### src/design/imsu_pkg.sv
// Shared constants, register indexes and controller/datapath types for the Ising spin update core.
package imsu_pkg;

    localparam int SIDE_X = 64;
    localparam int SIDE_Y = 64;
    localparam int X_W    = $clog2(SIDE_X);
    localparam int Y_W    = $clog2(SIDE_Y);

    localparam int SITE_W   = 6;
    localparam int DRAW_W   = 16;
    localparam int COUPLE_W = 16;
    localparam int THR_W    = 16;
    localparam int IDX_W    = 4;
    localparam int MAG_W    = 14;
    localparam int CNT_W    = 24;
    localparam int OP_W     = 2;

    localparam int S_TDATA_W = 32;
    localparam int M_TDATA_W = 48;
    localparam int CFG_IDX_W = 3;
    localparam int CFG_W     = 64;

    localparam logic [OP_W-1:0] OP_WRITE = 2'd0;
    localparam logic [OP_W-1:0] OP_FLIP  = 2'd1;
    localparam logic [OP_W-1:0] OP_READ  = 2'd2;
    localparam logic [OP_W-1:0] OP_CLEAR = 2'd3;

    localparam logic [CFG_IDX_W-1:0] REG_COUPLING_X = 3'd0;
    localparam logic [CFG_IDX_W-1:0] REG_COUPLING_Y = 3'd1;
    localparam logic [CFG_IDX_W-1:0] REG_TABLE_LOW  = 3'd2;
    localparam logic [CFG_IDX_W-1:0] REG_TABLE_MID  = 3'd3;
    localparam logic [CFG_IDX_W-1:0] REG_TABLE_TOP  = 3'd4;

    localparam logic [COUPLE_W-1:0] COUPLING_RESET = 16'd4096;
    localparam logic [MAG_W-1:0]    MAG_RESET      = MAG_W'(SIDE_X * SIDE_Y);
    localparam logic [CNT_W-1:0]    CNT_MAX        = {CNT_W{1'b1}};

    typedef struct packed {
        logic           load;
        logic           capture;
        logic           finish;
        logic           clr_we;
        logic [Y_W-1:0] clr_row;
    } imsu_cmd_t;

    typedef struct packed {
        logic out_free;
    } imsu_status_t;

endpackage

### src/design/imsu_ctrl.sv
// Controller: clearing pass after reset, then accept / read / evaluate sequence per item.
module imsu_ctrl import imsu_pkg::*; (
    input  logic         aclk,
    input  logic         aresetn,
    input  logic         s_tvalid,
    output logic         s_tready,
    input  imsu_status_t status,
    output imsu_cmd_t    cmd
);

    localparam logic [1:0] ST_CLEAR = 2'd0;
    localparam logic [1:0] ST_IDLE  = 2'd1;
    localparam logic [1:0] ST_READ  = 2'd2;
    localparam logic [1:0] ST_EVAL  = 2'd3;

    logic [1:0]     state_reg, state_next;
    logic [Y_W-1:0] row_cnt_reg, row_cnt_next;

    always_ff @(posedge aclk) begin
        if (!aresetn) begin
            state_reg   <= ST_CLEAR;
            row_cnt_reg <= '0;
        end else begin
            state_reg   <= state_next;
            row_cnt_reg <= row_cnt_next;
        end
    end

    always_comb begin
        state_next   = state_reg;
        row_cnt_next = row_cnt_reg;
        s_tready     = 1'b0;
        cmd          = '0;
        cmd.clr_row  = row_cnt_reg;
        case (state_reg)
            ST_CLEAR: begin
                cmd.clr_we   = 1'b1;
                row_cnt_next = row_cnt_reg + 1'b1;
                if (row_cnt_reg == Y_W'(SIDE_Y - 1)) begin
                    state_next = ST_IDLE;
                end
            end
            ST_IDLE: begin
                s_tready = 1'b1;
                if (s_tvalid) begin
                    cmd.load   = 1'b1;
                    state_next = ST_READ;
                end
            end
            ST_READ: begin
                cmd.capture = 1'b1;
                state_next  = ST_EVAL;
            end
            ST_EVAL: begin
                if (status.out_free) begin
                    cmd.finish = 1'b1;
                    state_next = ST_IDLE;
                end
            end
            default: begin
                state_next = ST_CLEAR;
            end
        endcase
    end

endmodule

### config.mk
export PLATFORM = sky130hd
export DESIGN_NAME = imsu_ctrl
export DESIGN_NICKNAME = d
export VERILOG_FILES = /design/src/design/imsu_pkg.sv /design/src/design/imsu_ctrl.sv
export SDC_FILE = /design/constraint.sdc
export NUM_CORES = 1
export LEC_CHECK = 0
export BUFFER_PORTS_ARGS = -buffer_cell sky130_fd_sc_hd__buf_2
export CORE_AREA = 3 3 40 42
export DETAILED_ROUTE_END_ITERATION = 10
export DIE_AREA = 0 0 43 45
export GPL_TIMING_DRIVEN = 0
export PLACE_DENSITY_LB_ADDON = 0.2
export SYNTH_ARGS = -nofsm -noshare
export SYNTH_HDL_FRONTEND = slang
export SYNTH_SLANG_ARGS = --single-unit
### constraint.sdc
create_clock -name aclk -period 1.5 [get_ports aclk]
set_input_delay 0.3 -clock aclk [delete_from_list [all_inputs] [get_ports aclk]]
set_output_delay 0.3 -clock aclk [all_outputs]
set_load 0.05 [all_outputs]
==> flow_summary.toml <==
[sta]
period_share = 0.975
holdWs_ps = 327
skew_ps = 2.60
setup_violations = 0
min_period_ps = 1460
setup_ws_ps = 38.2
setup_tns_ps = 0
hold_violations = 0
fmax_ghz = 0.684
slew_headroom = 0.775
drv_slew = 0
rsz0062_at_grt = "true"
tightestPinTransition_ps = 337

[route]
vias_per_cell = 4.75
drt_iter0_drc = 2
wl_um = 947
postRouteAntennaNets = 0
wl_per_cell_um = 11.7
drc_errors = 0
drtPass1Iterations = 3
via_count = 385

[synth]
synth_seq_cells = 8
syn_area_per_cell_um2 = 9.80
synth-main-ff-cell = "dfxtp_1"
synth_top_family_by_area = "simple AND/OR/NAND/NOR gates"
synth-simple-area-share = 0.228
synth_compound_area_frac = 0.0978
synth_edf_count = 0
synth-xor-area-share = 0.0761
synth-warning-count = 0
synthArstFlopShare = 0
ys_seq_area_frac = 0.348
syn_inst = 47
syn-num-nets = 56
synth_cell_type_count = 21
syn_area_um2 = 460
synth.mux.area_fraction = 0.0652
synthAdderAreaFrac = 0.136

[global_route]
grt_start_max_net_pins = 9
grt-ovfl-total = 0
grt_pass1_vias = 378
grt_pass1_wl_um = 1610
grtUsageTotal = 0.116
antenna_found_initial = 0

[clock_tree]
cts_made_buffers = 3
clkTransAtPathRegs_ps = 60
ctsHtreeMaxLevel = 1
clock_sinks = 8
cts.hold.buffers_added = 0
clk-insertion-delay-late_ps = 260
cts_max_path_buffers = 2
cts_root_buf = "clkbuf_4"
cts_tree = "yes"

[pwr]
p_total_mw = 0.470
vdd_drop_max_v = 0.000269
p_per_area_nw_per_um2 = 699
p_leak_nw = 0.283

[critical_path]
crit_family = "flip-flops"
crit_path_cell_trace = "inv_4, ha_4, clkbuf_4"
critPathBufInv = 2
cp_data_arrival_time_ps = 1160
end_kind = "output pin"
cpPeakStageDelay_ps = 380
crit_type = "reg -> out"
worstPathRequired_ps = 1200
worstPathMaxFanout = 8
start_kind = "flop"
cpMaxStageDelayCell = "dfxtp_4"

[floorplan]
fp.dieW_um = 43
row_count = 13
die_area_um2 = 1940
initial_utilization = 0.358
die_h_um = 45
io_pins = 15
coreArea_um2 = 1280

[status]
run_status = "finished clean"

[place]
port_buffers = 14
placed_area_um2 = 574
dp_slack_ps = -0.551
gp_congestion = 0.680
dp_hpwl_um = 668

[finish]
syn2layout_area_growth_pct = 45.9
num_antenna_cells = 0
largest_reg_flops = 6
layout-drive-gt1-share = 0.561
postLayoutCellArea_um2 = 672
fillCellCount = 115
final_nets = 76

[worst_hold_path]
hold_path.class = "in -> reg"

[job]
drv_cap = 0
-- layer usage --
layer / track usage / share of wire / up-vias / wire (um)
li1: - / - / 193 / -
met1: 0.133 / 0.40 / 182 / 376
met2: 0.180 / 0.53 / 10 / 501
met3: 0.0478 / 0.073 / 0 / 69
met4: 0.0723 / 0 / 0 / 0
met5: 0 / 0 / - / 0
-- cells in the final DEF, fill, tap and decap left out, drive strengths merged --
| master | Yosys | routed |
|---|---|---|
| xor2 | 3 | 3 |
| nand2b | 1 | 1 |
| inv | 3 | 3 |
| and2 | 2 | 2 |
| o21ai | 1 | 1 |
| a2111oi | 1 | 1 |
| nand4 | 2 | 2 |
| a21boi | 1 | 1 |
| buf | 1 | 14 |
| a21oi | 1 | 1 |
| mux2i | 3 | 3 |
| clkbuf | 0 | 6 |
| dfxtp | 8 | 8 |
| xnor2 | 1 | 1 |
| nand2 | 5 | 5 |
| nor2b | 1 | 1 |
| nor2 | 5 | 5 |
| or3 | 1 | 1 |
| nand3 | 1 | 1 |
| and2b | 1 | 1 |
| ha | 5 | 5 |
-- kinds of logic after synthesis --
logic type / after synthesis
xor gates and xnor gates: 4
muxes: 3
AOI/OAI and AO/OA: 4
DFF: 8
adders and majority gates: 5
buffers and inverters: 4
and+or+nand+nor: 19
-- cell type report --
| type | instances | area (um^2) | area share |
|---|---|---|---|
| well taps | 15 | 18.8 | 0.0279 |
| repair buffers | 16 | 106 | 0.158 |
| flip-flops and latches | 8 | 176 | 0.263 |
| clock buffers | 4 | 26.3 | 0.0391 |
| inverters | 3 | 16.3 | 0.0242 |
| multi-input cells | 35 | 328 | 0.488 |
-- what timing repair did --
item | CTS | global route
setup buffers | 2 | 0
gates cloned | 0 | 0
pin swaps | 1 | 2
endpoints found under the setup margin | 4 | 6
gates resized for setup | 8 | 15
-- report_power, final --
part	switching [mW]	internal (mW)
registers	0.00960	0.216
logic	0.0400	0.0172
clock network	0.0843	0.103
-- through the flow --
step                cells   util
global route           81  0.523
finish                 81  0.523
detailed placement     76  0.447
global placement       76  0.447
floorplan              47      -
CTS                    81  0.482
-- worst paths after layout --
path	to	from	slack, ps	cells after the start
min reg2reg	row_cnt_reg[5]$_SDFFE_PN0N_	row_cnt_reg[5]$_SDFFE_PN0N_	530	2
max	cmd[6]	state_reg[0]$_SDFFE_PN0P_	40	3
max reg2reg	state_reg[1]$_SDFFE_PN0P_	state_reg[0]$_SDFFE_PN0P_	70	4
min	state_reg[0]$_SDFFE_PN0P_	aresetn	330	3
-- synthesized netlist by cell type, drive strengths merged (2+ instances only) --
| library cell | number | area [um^2] |
|---|---|---|
| nand2 | 5 | 18.8 |
| xor2 | 3 | 26.3 |
| ha | 5 | 62.6 |
| and2 | 2 | 12.5 |
| mux2i | 3 | 30.0 |
| nor2 | 5 | 18.8 |
| nand4 | 2 | 18.8 |
| inv | 3 | 11.3 |
| dfxtp | 8 | 160 |
-- worst min-delay path, delay by kind of cell --
kind / cells / cell delay (ps)
multiplexers: 1 / 50
buffers and inverters: 1 / 130
AND/OR/NAND/NOR: 1 / 60
No activity file was read; power rests on OpenSTA's default activity.
